<file path="config.mk">
export PLATFORM = sky130hd
export DESIGN_NAME = btmx_fifo
export DESIGN_NICKNAME = d
export VERILOG_FILES = /design/src/hdl/btmx_pkg.sv /design/src/hdl/btmx_fifo.sv
export SDC_FILE = /design/constraint.sdc
export NUM_CORES = 1
export LEC_CHECK = 0
export BUFFER_PORTS_ARGS = -buffer_cell sky130_fd_sc_hd__buf_2
export CORE_ASPECT_RATIO = 1.75
export CORE_UTILIZATION = 43
export CTS_CLUSTER_DIAMETER = 150
export DETAILED_ROUTE_END_ITERATION = 10
export GPL_ROUTABILITY_DRIVEN = 0
export SLEW_MARGIN = 20
export SYNTH_ARGS = -nofsm -noshare
export SYNTH_HDL_FRONTEND = slang
export SYNTH_SLANG_ARGS = --single-unit
</file>
<file path="constraint.sdc">
create_clock -name clk_i -period 2.8 [get_ports clk_i]
set_input_delay 0 -clock clk_i [delete_from_list [all_inputs] [get_ports clk_i]]
set_output_delay 0 -clock clk_i [all_outputs]
set_load 0.05 [all_outputs]
</file>
<file path="src/hdl/btmx_pkg.sv">
// Shared constants, command type and helpers for the binary trie min-xor set.
`timescale 1ns / 1ps
`default_nettype none
package btmx_pkg;

  localparam int NODE_COUNT = 4096;
  localparam int KEY_BITS   = 32;
  localparam int FIELD_W    = 32;
  localparam int OP_W       = 2;
  localparam int IDX_W      = $clog2(NODE_COUNT);
  localparam int CNT_W      = $clog2(NODE_COUNT + 1);
  localparam int LVL_W      = (KEY_BITS > 2) ? $clog2(KEY_BITS) : 1;
  localparam int NEED_W     = $clog2(KEY_BITS + 1);
  localparam int ENTRY_W    = 2 * IDX_W;
  localparam int FIFO_DEPTH = 4;
  localparam int FPTR_W     = $clog2(FIFO_DEPTH);

  localparam logic [OP_W-1:0] OP_INSERT = 2'd0;
  localparam logic [OP_W-1:0] OP_XOR    = 2'd1;
  localparam logic [OP_W-1:0] OP_QUERY  = 2'd2;

  typedef enum logic [1:0] {
    CMD_INSERT,
    CMD_XOR,
    CMD_QUERY
  } cmd_kind_e;

  typedef struct packed {
    cmd_kind_e           kind;
    logic [KEY_BITS-1:0] value;
  } cmd_t;

  // child link of a node entry: hi child in the upper half
  function automatic logic [IDX_W-1:0] link_sel(input logic [ENTRY_W-1:0] entry,
                                                 input logic bit_sel);
    return bit_sel ? entry[ENTRY_W-1:IDX_W] : entry[IDX_W-1:0];
  endfunction

  function automatic logic [ENTRY_W-1:0] link_set(input logic [ENTRY_W-1:0] entry,
                                                   input logic bit_sel,
                                                   input logic [IDX_W-1:0] idx);
    logic [ENTRY_W-1:0] res;
    res = entry;
    if (bit_sel) begin
      res[ENTRY_W-1:IDX_W] = idx;
    end else begin
      res[IDX_W-1:0] = idx;
    end
    return res;
  endfunction

endpackage
`default_nettype wire

</file>
<file path="src/hdl/btmx_fifo.sv">
// Short command queue between front end and back end.
`timescale 1ns / 1ps
`default_nettype none
module btmx_fifo (
  input  wire logic           clk_i,
  input  wire logic           rst_ni,
  input  wire logic           push_i,
  input  wire btmx_pkg::cmd_t cmd_i,
  output logic                full_o,
  input  wire logic           pop_i,
  output logic                empty_o,
  output btmx_pkg::cmd_t      cmd_o
);
  import btmx_pkg::*;

  cmd_t              slot_q [FIFO_DEPTH];
  logic [FPTR_W-1:0] wptr_q, rptr_q;
  logic [FPTR_W:0]   cnt_q;
  logic              do_push, do_pop;

  assign full_o  = (cnt_q == (FPTR_W + 1)'(FIFO_DEPTH));
  assign empty_o = (cnt_q == '0);
  assign cmd_o   = slot_q[rptr_q];
  assign do_push = push_i && !full_o;
  assign do_pop  = pop_i && !empty_o;

  always_ff @(posedge clk_i) begin
    if (do_push) begin
      slot_q[wptr_q] <= cmd_i;
    end
  end

  always_ff @(posedge clk_i or negedge rst_ni) begin
    if (!rst_ni) begin
      wptr_q <= '0;
      rptr_q <= '0;
      cnt_q  <= '0;
    end else begin
      if (do_push) begin
        wptr_q <= wptr_q + 1'b1;
      end
      if (do_pop) begin
        rptr_q <= rptr_q + 1'b1;
      end
      if (do_push && !do_pop) begin
        cnt_q <= cnt_q + 1'b1;
      end else if (!do_push && do_pop) begin
        cnt_q <= cnt_q - 1'b1;
      end
    end
  end

endmodule
`default_nettype wire

</file>
======== Word level (Yosys, flattened, before mapping) ========
Memory sizes are Yosys's and may differ from the RTL's.
Cells that the tools add are included.
operators by class
  magnitude comparators ................... 0
  shifts and indexed selects .............. 0
  reductions and logical operators ........ 10
  div/mod/pow operators ................... 0
  equality and inequality tests ........... 1
  add/subtract/negate cells ............... 4
  multiply operators ...................... 0
  bitwise operators ....................... 0
  multiplexer cells ....................... 4
operators by type and width
  operator                                                             count
  3-bit two-way mux                                                    2
  2-bit by 1-bit adder with 2-bit output (second input constant)       2
  1-bit logical AND                                                    4
  1-bit logical NOT                                                    4
  3-bit by 1-bit adder with 3-bit output (second input constant)       1
  3-bit equality test (second input constant)                          1
  3-bit logical NOT                                                    1
  3-bit by 1-bit subtractor with 3-bit output (second input constant)  1
  1-bit two-way mux                                                    2
  2-bit nonzero test                                                   1
storage, ports and cells
  input bits .............................. 38
  memory bits (writable) .................. 136
  word-level logic and storage cells ...... 23
  memories ................................ 1
  latch bits .............................. 0
  memory bits (read-only) ................. 0
  register bits ........................... 7
memory list
  name    words  width  read ports  clocked after memory_dff  write ports  RTL line         source
  slot_q  4      34     1           0                         1            btmx_fifo.sv:16  cmd_t slot_q [FIFO_DEPTH];

======== Depth between registers and ports, before layout ========
Gate-level depths: netlist (run 1).
  word-level depth ........................ 7
  mapped depth ............................ 9
  depth with buffers taken out ............ 8

======== Worst setup path before layout (run 1) ========
Ideal clock, no wire load.
  kind .................................... register -> register
  start point ............................. register cnt_q[0]
  end point ............................... register cnt_q[1]
  path slack .............................. 331 ps
  library setup time ...................... 125 ps
  arrival time ............................ 2,345 ps
  stages on the path, launching flop included .. 8
  path through ............................ dfrtp_1 nor3b_2 nor2b_1 buf_6 ha_1 inv_1 fa_1 mux2_2
on the way
  word-level cells in the longest chain between the ends .. 6
  elaborated cells between the ends (all ways) .. 15
ends and longest elaborated chain
  what                                 RTL line         source
  from (decl)                          btmx_fifo.sv:18  logic [FPTR_W:0] cnt_q;
  from (signal assigned)               btmx_fifo.sv:46  cnt_q <= cnt_q + 1'b1;
  from (signal assigned)               btmx_fifo.sv:48  cnt_q <= cnt_q - 1'b1;
  3-bit equality test (*)              btmx_fifo.sv:21  assign full_o = (cnt_q == (FPTR_W + 1)'(FIFO_DEPTH));
  net full_o                           btmx_fifo.sv:9   output logic full_o,
  1-bit logical NOT (*)                btmx_fifo.sv:24  assign do_push = push_i && !full_o;
  1-bit logical AND (*)                btmx_fifo.sv:24
  net do_push                          btmx_fifo.sv:19  logic do_push, do_pop;
  1-bit logical NOT                    btmx_fifo.sv:47  end else if (!do_push && do_pop) begin
  1-bit logical AND                    btmx_fifo.sv:47
  2-bit nonzero test (no source line)  n/a
Mark *: on every way through the listed nets, which the timed path passes. The rest lies on a longest branch. The select of a mux whose other input is x is not followed.
A chain may end at the register's enable or synchronous reset.

======== Final worst setup path (run 1) ========
  start point ............................. register cnt_q[2]
  end point ............................... register cnt_q[2]
on the way
  word-level cells in the longest chain between the ends .. 6
  elaborated cells between the ends (all ways) .. 15
ends and longest elaborated chain
  what
  branches (longest 6 deep; another with 3-bit by 1-bit subtractor with 3-bit output)
Several ways; the timed one is not identified. The select of a mux whose other input is x is not followed.

==> flow_summary.ini, run 1 <==
[place]
place.port_buffers = 73
hpwl_um = 6000
placed_area_um2 = 5980

[timing]
slew_violations = 0
hold_viol_final = 0
fin_skew_ns = 0.00711
worst_slew_pin_slew_ns = 0.895
max_freq_ghz = 0.450
setup_tns_ns = 0
relSlewSlack = 0.404
rsz0062_at_grt = no
finalCriticalPeriod_ns = 2.22
fin_crit_sh = 0.794
setup_viol = 0

[synth]
async_flop_share = 0.0490
synth-edff-count = 136
syn-num-nets = 258
synth_top_cell_by_area = edfxtp_1
synth_top_area_frac = 0.758
avgSynthCellArea_um2 = 25.2
synth_seq_cells = 143
yosys_warnings = 0
synthTopCellsByCount = edfxtp_1 (136), mux4_2 (28), dfrtp_1 (7), mux4_1 (6), ha_1 (5)
synth_seq_area_share = 0.790
syn_area_um2 = 5390
synth.most_common_cell = edfxtp_1
ys_top_cells_by_area = edfxtp_1 (76%), mux4_2 (12%), dfrtp_1 (3.3%), mux4_1 (2.9%), ha_1 (1.2%)
netlist_instances = 214
synth_ff_type = edfxtp_1
ys_types = 21

[worst_setup_path]
cp-start-kind = flop
cp_slowest_cell = nor2b_1
crit_arrival_ns = 2.55
path_delay_family = simple AND/OR/NAND/NOR gates
end_kind = flop
crit_chain = nor3b_2 > nor2b_1 > ha_1 > inv_1 > fa_1 > xor2_1 > nor2_1 > xor2_1
crit_top_cell = xor2_1
slowest_delay_ns = 0.43
path_buf_inv = 1
required_ns = 3.13
crit_fanout = 7
crit_type = flop to flop

[clock_network]
cts_resized = 0
clkTransAtPathRegs_ns = 0.05
cts-root-buf = clkbuf_16
insertion_delay_ns = 0.41
clockBufferDepth = 2
tritoncts = yes
clock-sinks = 143
cts_htree_levels = 4
numCtsBuffers = 17

[global_route]
grt_overflow = 0
grt_antenna_before_repair = 0
grt_first_pass_wirelength_um = 14700
grt_pass1_vias = 2724
grt_max_degree = 36
grtUsageTotal = 0.160

[floorplanning]
num_rows = 53
fp.dieH_um = 150
io_pins = 74
initial_core_util = 0.444
core_area_um2 = 12100
die-area_um2 = 13000
fp.dieW_um = 86.6

[cells_and_area]
antennaDiodeCount = 0
fin_nets = 386
layout-drive-gt1-share = 0.398
final_area_um2 = 6860
syn_to_final_growth_pct = 27.3

[status]
status = complete, no violations

[route]
drc = 0
post_drt_wl_per_cell_um = 18.2
wl_um = 9440
drt_first_pass_iters = 5
avgViaCountPerCell = 4.91
num_vias = 2550
drt.antenna.violating_nets = 0
drt_iter0_drc = 149

[power]
power_density_nw_per_um2 = 1170
ir_drop_mv = 0.780
p_leak_nw = 2.44

[hold_path]
hp-class = primary input to flop

[run]
cap_viol_max_count = 0
[layout by cell type (no fill, tap or decap), drive strengths merged]
cell and instances:
dfrtp 7, buf 81, nand2 1, clkinvlp 1, fa 1, and2 4, nor3b 1, nor2 1
nand3 1, clkbuf 21, xor2 2, inv 4, mux2 2, nor2b 1, edfxtp 136, ha 5
clkinv 8, dlygate4sd3 37, bufinv 1, xnor2 4, mux4 34, or3 1
[flip-flops by register name (all words and copies together) (netlist names)]
register / cells
wptr_q: 2
cnt_q: 3
rptr_q: 2
slot_q: 136
[worst register-to-register path, cell delays in order (launching register included)]
cell     delay, ns
dfrtp_1       0.39
nor3b_2       0.16
nor2b_1       0.43
ha_1          0.28
inv_1         0.06
fa_1          0.37
xor2_1        0.15
nor2_1        0.12
xor2_1        0.17
[worst paths after layout]
kind,startpoint,end,slack (ns),depth (start not counted)
setup / recovery,cnt_q[2]$_DFFE_PN0P_,cnt_q[2]$_DFFE_PN0P_,0.58,8
hold / removal,push_i,wptr_q[0]$_DFFE_PN0P_,0.09,3
setup reg to reg,cnt_q[2]$_DFFE_PN0P_,cnt_q[2]$_DFFE_PN0P_,0.58,8
hold reg to reg,cnt_q[2]$_DFFE_PN0P_,cnt_q[2]$_DFFE_PN0P_,0.50,1
max in group asynchronous,rst_ni,rptr_q[1]$_DFFE_PN0P_,1.99,3
min in group asynchronous,rst_ni,cnt_q[0]$_DFFE_PN0P_,0.55,3
[repair_timing]
item / 4_1_cts / 5_1_grt
hold buffers: 37 / 0
setup endpoints to repair: 0 / 0
hold endpoints to repair: 145 / 0
buffers inserted: 0 / 0
[area by class of cell]
cell class                 instances  area [um2]
sequential                       143        4260
inverter                           4        15.0
tap                              165         206
timing repair buffer             118         846
clock inverter                    10        72.6
multi-input combinational         58        1020
clock buffer                      21         440
fill                             947        5280
[cells by family (layout without fill, tap and decap cells)]
group / Yosys count / in the layout / share of synthesized area
multiplexers: 36 / 36 / 0.151
adder cells (fa/ha/maj): 6 / 6 / 0.0153
buffers and inverters: 13 / 153 / 0.0218
AND/OR/NAND/NOR: 10 / 10 / 0.0116
flip-flops: 143 / 143 / 0.790
XOR/XNOR: 6 / 6 / 0.00975
[metrics by stage]
step / setup WS, ns / util / hold WS (ns) / power, mW / instances
final: 0.578 / 0.565 / 0.0865 / 8.02 / 519
after global routing: 0.382 / 0.565 / 0.0971 / 8.34 / 519
after CTS: 0.550 / 0.565 / 0.0707 / 8.12 / 519
after detailed placement: 0.598 / 0.492 / -0.149 / 6.12 / 451
after global placement: 0.681 / 0.492 / -0.154 / 6.07 / 451
after floorplan: 0.331 / - / -0.296 / 5.46 / 214
[routing by layer]
layer  share of wire  up-vias  global-route usage
met5               0        -                   0
met4           0.014        0              0.0575
met3           0.032       10              0.0455
met2            0.57       56               0.292
met1            0.39     1331               0.175
li1                -     1153                   -
[report_power, final]
group / switching (mW) / internal (mW) / total [mW] / leakage (nW)
Clock: 0.760 / 1.19 / 1.95 / 0.250
Sequential: 0.289 / 2.84 / 3.13 / 1.33
Combinational: 1.93 / 1.00 / 2.93 / 0.868
(Power assumes the default switching activity.)
==> run 2, diff against run 1 <==
==> constraint.sdc (replaced) <==
create_clock -name clk_i -period 1.8 [get_ports clk_i]
set_input_delay 0 -clock clk_i [delete_from_list [all_inputs] [get_ports clk_i]]
set_output_delay 0 -clock clk_i [all_outputs]
set_load 0.05 [all_outputs]
==> run 2 against run 1 <==
Net effect:
- the flow now finishes with violations (setup timing)
- worst hold slack better by 0.042 ns
- critical path depth unchanged
- final area up 10%
- non-clock buffer count up 25
- clock skew down 0.0026 ns
- final cell count up 4.8%
- power up 82%
- highest routed layer unchanged
==> flow_summary.ini, run 2 (same netlist as run 1, synthesis figures left out) <==
[clock_network]
insertion_delay_ns = 0.41
clkTransAtPathRegs_ns = 0.05
clock-sinks = 143
numCtsBuffers = 17
tritoncts = yes
cts_htree_levels = 4
cts-root-buf = clkbuf_16
clockBufferDepth = 2

[power]
swShare = 0.347
power_density_nw_per_um2 = 1930
report.power.total_mw = 14.6
comb_power_share = 0.439
p_switching_mw = 5.07
p_int_mw = 9.52
p_leak_nw = 2.72
ir_drop_mv = 1.09
pwr-share-clk = 0.243
pwr-share-seq = 0.318

[timing]
fin_skew_ns = 0.00447
setup_slack_ns = -0.0782
finalCriticalPeriod_ns = 1.88
max_freq_ghz = 0.532
hold_viol_final = 0
rsz0062_at_grt = yes
fin_crit_sh = 1.04
setup_viol = 36
slew_violations = 0
worst_slew_pin_slew_ns = 0.321
hold_ws_ns = 0.129
relSlewSlack = 0.785

[run]
cap_viol_max_count = 0

[cells_and_area]
largest_registers = slot_q: 136 flops, cnt_q: 3 flops
layout_common_cells = edfxtp_1 (136), buf_2 (39), dlygate4sd3_1 (37), buf_6 (37), mux4_2 (34)
syn_to_final_growth_pct = 40.2
layout-drive-gt1-share = 0.480
largest_register_ff_count = 136
fillCellCount = 844
antennaDiodeCount = 0
final_common_cell = edfxtp_1
fin_nets = 411
top_register = slot_q

[hold_path]
worstHoldStart = push_i
hp-class = primary input to flop
whs_path_depth = 4
hold_end = cnt_q[0]$_DFFE_PN0P_

[worst_setup_path]
crit_arrival_ns = 2.21
slowest_delay_ns = 0.42
required_ns = 2.13
cp_slowest_cell = or3_4
end_kind = flop
crit_fanout = 2
crit_type = flop to flop
crit_top_cell = xor2_1
regToRegSetupSlack_ns = -0.08
timing.rr.end = cnt_q[2]$_DFFE_PN0P_
crit_chain = or3_4 > nand2_4 > ha_4 > inv_2 > fa_2 > xor2_1 > nor2_1 > xor2_1
rr_startpoint = cnt_q[1]$_DFFE_PN0P_
r2r_cells = 8
cp-start-kind = flop

[status]
violations = setup timing
status = complete, but fails checks

[floorplanning]
io_pins = 74
num_rows = 53
fp.dieH_um = 150
initial_core_util = 0.444
die-area_um2 = 13000
core_area_um2 = 12100
fp.dieW_um = 86.6

[global_route]
busiest_layer = met2
grt_antenna_before_repair = 0
grtUsageMet1 = 0.185
grt_first_pass_wirelength_um = 14900
grt_max_degree = 26
grtUsageTotal = 0.164
grt_overflow = 0
met3_usage = 0.0488
grt.met2_usage = 0.283
grt_pass1_vias = 2770

[route]
drt_first_pass_iters = 4
drt_iter0_drc = 116
avgViaCountPerCell = 4.83
drt.antenna.violating_nets = 0
drc = 0
wl_um = 10400
num_vias = 2627
post_drt_wl_per_cell_um = 19.0

[place]
place.port_buffers = 73
hpwl_um = 5700
==> run 2: layer usage <==
layer,share of wire,routed length [um],vias to the layer above
met3,0.028,292,12
li1,-,-,1197
met1,0.40,4110,1363
met5,0,0,-
met2,0.56,5810,55
met4,0.014,150,0
==> run 2: worst max path at each step <==
stage	start	endpoint	slack [ns]	cells past startpoint
6_report	cnt_q[1]$_DFFE_PN0P_	cnt_q[2]$_DFFE_PN0P_	-0.08	8
5_1_grt	cnt_q[1]$_DFFE_PN0P_	cnt_q[2]$_DFFE_PN0P_	-0.19	8
4_1_cts	cnt_q[1]$_DFFE_PN0P_	cnt_q[2]$_DFFE_PN0P_	-0.06	8
3_5_place_dp	cnt_q[0]$_DFFE_PN0P_	cnt_q[2]$_DFFE_PN0P_	-0.14	8
3_3_place_gp	cnt_q[0]$_DFFE_PN0P_	cnt_q[2]$_DFFE_PN0P_	-0.08	8
2_1_floorplan	cnt_q[1]$_DFFE_PN0P_	cnt_q[1]$_DFFE_PN0P_	-0.39	7
==> run 2: worst max-delay path: cells and delay by family, from the launching register on <==
family / cells / cell delay [ns]
simple gates: 3 / 0.62
fa+ha+maj: 2 / 0.47
flops: 1 / 0.39
xor+xnor: 2 / 0.30
buf+inv: 1 / 0.04
==> run 2: repair_timing <==
action,CTS,global route
cloned,1,5
hold endpoints to repair,144,0
pin swaps,5,3
setup endpoints to repair,29,142
resized for setup,45,62
setup buffers,5,3
hold buffers,37,0
==> run 2: cell type report <==
cell class | instances | area [um2] | share of cell area
Clock buffer | 20 | 437 | 0.0578
Clock inverter | 11 | 165 | 0.0219
Inverter | 4 | 15.0 | 0.00199
Multi-Input combinational cell | 58 | 1040 | 0.138
Sequential cell | 143 | 4260 | 0.564
Tap cell | 165 | 206 | 0.0273
Timing Repair Buffer | 143 | 1430 | 0.190
==> run 2: stage by stage <==
| step | TNS (ns) | utilization | area, um2 | setup WS [ns] | instances |
|---|---|---|---|---|---|
| after floorplan | -18.49 | - | 5410 | -0.387 | 214 |
| after global placement | -0.121 | 0.508 | 6160 | -0.0789 | 463 |
| after detailed placement | -0.234 | 0.508 | 6160 | -0.144 | 463 |
| after CTS | -0.468 | 0.602 | 7300 | -0.0638 | 537 |
| after global routing | -3.68 | 0.623 | 7560 | -0.191 | 544 |
| final | -1.65 | 0.623 | 7560 | -0.0782 | 544 |
==> run 2: power by group through the flow <==
stage | logic (mW) | registers [mW] | clock network [mW]
after detailed placement | 5.19 | 4.66 | 0
after global routing | 6.72 | 4.69 | 3.76
final | 6.41 | 4.64 | 3.54
after global placement | 5.16 | 4.62 | 0
after floorplan | 3.91 | 4.62 | 0
after CTS | 5.81 | 4.61 | 3.61
==> run 3, diff against run 2 <==
==> constraint.sdc (replaced) <==
create_clock -name clk_i -period 1.9 [get_ports clk_i]
set_input_delay 0 -clock clk_i [delete_from_list [all_inputs] [get_ports clk_i]]
set_output_delay 0 -clock clk_i [all_outputs]
set_load 0.05 [all_outputs]
==> run 3 against run 2 <==
Net effect:
- the run now ends clean
- critical path depth stayed put
- power is 16% lower
- sequential cell count stayed put
- die area stayed put
- clock power is 14% lower
- critical endpoint unchanged
==> flow_summary.ini, run 3 (same netlist as run 1, synthesis figures left out) <==
[clock_network]
cts_htree_levels = 4
cts-root-buf = clkbuf_16
insertion_delay_ns = 0.40
clock-sinks = 143
clkTransAtPathRegs_ns = 0.05
numCtsBuffers = 17
clockBufferDepth = 2
tritoncts = yes

[timing]
rsz0062_at_grt = yes
slew_violations = 0
finalCriticalPeriod_ns = 1.87
relSlewSlack = 0.738
fin_skew_ns = 0.00718
hold_viol_final = 0
fin_crit_sh = 0.983
setup_slack_ns = 0.0323
worst_slew_pin_slew_ns = 0.391
setup_viol = 0
max_freq_ghz = 0.535

[route]
post_drt_wl_per_cell_um = 17.7
num_vias = 2561
drc = 0
drt.antenna.violating_nets = 0
wl_um = 9360
drt_first_pass_iters = 4
drt_iter0_drc = 179
avgViaCountPerCell = 4.84

[cells_and_area]
final_common_cell = edfxtp_1
final_area_um2 = 7080
largest_register_ff_count = 136
register_area_um2 = 4260
layout-drive-gt1-share = 0.445
layout_common_cells = edfxtp_1 (136), buf_2 (72), dlygate4sd3_1 (37)
syn_to_final_growth_pct = 31.3
top_register = slot_q
multi_input_area_um2 = 1050
fin_nets = 397
fillCellCount = 911
antennaDiodeCount = 0
largest_registers = slot_q: 136 flops, cnt_q: 3 flops

[power]
p_int_mw = 7.80
power_density_nw_per_um2 = 1740
ir_drop_mv = 1.07
comb_power_share = 0.397
pwr-share-seq = 0.355
p_leak_nw = 2.54
p_switching_mw = 4.49
swShare = 0.365
report.power.total_mw = 12.3
pwr-share-clk = 0.248

[global_route]
grt_antenna_before_repair = 0
grt_pass1_vias = 2796
grt_first_pass_wirelength_um = 14800
grt_overflow = 0
grtUsageTotal = 0.162
grt_max_degree = 35

[worst_setup_path]
cp-start-kind = flop
end_kind = flop
crit_arrival_ns = 2.19
crit_fanout = 2
crit_type = flop to flop
required_ns = 2.22

[floorplanning]
num_rows = 53
io_pins = 74
fp.dieH_um = 150
die-area_um2 = 13000
initial_core_util = 0.444
core_area_um2 = 12100
fp.dieW_um = 86.6

[place]
hpwl_um = 5690
dp_slack_ns = -0.0536
placed_area_um2 = 6120
place.port_buffers = 73

[status]
status = complete, no violations

[hold_path]
hp-class = primary input to flop

[run]
cap_viol_max_count = 0
[run 3: changes by cell type in the layout (fill, tap and decap cells not counted), sizes merged]
cell,previous run,this run
bufinv,4,2
clkinv,3,7
clkbuf,25,18
buf,101,92
inv,5,6
clkinvlp,3,1
[run 3: through the flow]
step	hold slack [ns]	instances	util	TNS, ns
floorplan	-0.296	214	-	-4.69
global placement	-0.149	460	0.505	0
detailed placement	-0.141	460	0.505	-0.0615
CTS	0.152	527	0.582	0
global route	0.177	529	0.583	-0.101
finish	0.175	529	0.583	0
[run 3: routing by layer]
metal / track usage / vias up / part of all wire
li1: - / 1177 / -
met1: 0.183 / 1322 / 0.40
met2: 0.287 / 51 / 0.56
met3: 0.0428 / 11 / 0.027
met4: 0.0650 / 0 / 0.015
met5: 0 / - / 0
[run 3: area by class of cell]
cell class | instances | share of cell area
multi-input combinational | 58 | 0.148
tap | 165 | 0.0292
timing repair buffer | 129 | 0.140
sequential | 143 | 0.602
clock inverter | 12 | 0.0170
clock buffer | 18 | 0.0607
inverter | 4 | 0.00212
[run 3: critical path, cell delays in order (launching register included)]
cell and delay [ns]:
dfrtp_1 0.39, or3_4 0.41, nand2_4 0.08, ha_4 0.13
inv_2 0.03, fa_2 0.32, xor2_1 0.14, nor2_1 0.11
xor2_1 0.16
[run 3: power groups by stage]
stage	logic [mW]	registers, mW	clock network [mW]
6_report	4.88	4.36	3.05
5_1_grt	5.15	4.42	3.26
4_1_cts	4.97	4.37	3.11
3_5_place_dp	4.86	4.42	0
3_3_place_gp	4.85	4.38	0
2_1_floorplan	3.71	4.37	0
[run 3: worst paths after layout]
check / from / end / slack, ns / cells past startpoint
setup / recovery: cnt_q[0]$_DFFE_PN0P_ / cnt_q[2]$_DFFE_PN0P_ / 0.03 / 8
hold / removal: push_i / cnt_q[0]$_DFFE_PN0P_ / 0.17 / 4
setup reg to reg: cnt_q[0]$_DFFE_PN0P_ / cnt_q[2]$_DFFE_PN0P_ / 0.03 / 8
hold reg to reg: cnt_q[2]$_DFFE_PN0P_ / cnt_q[2]$_DFFE_PN0P_ / 0.52 / 1
max in group asynchronous: rst_ni / rptr_q[1]$_DFFE_PN0P_ / 1.02 / 3
min in group asynchronous: rst_ni / cnt_q[1]$_DFFE_PN0P_ / 0.58 / 3
[run 3: what timing repair did]
item | 4_1_cts | 5_1_grt
setup buffers | 0 | 2
gates resized for setup | 6 | 1
setup endpoints to repair | 3 | 3
pin swaps | 3 | 3
hold endpoints to repair | 145 | 0
hold buffers | 37 | 0
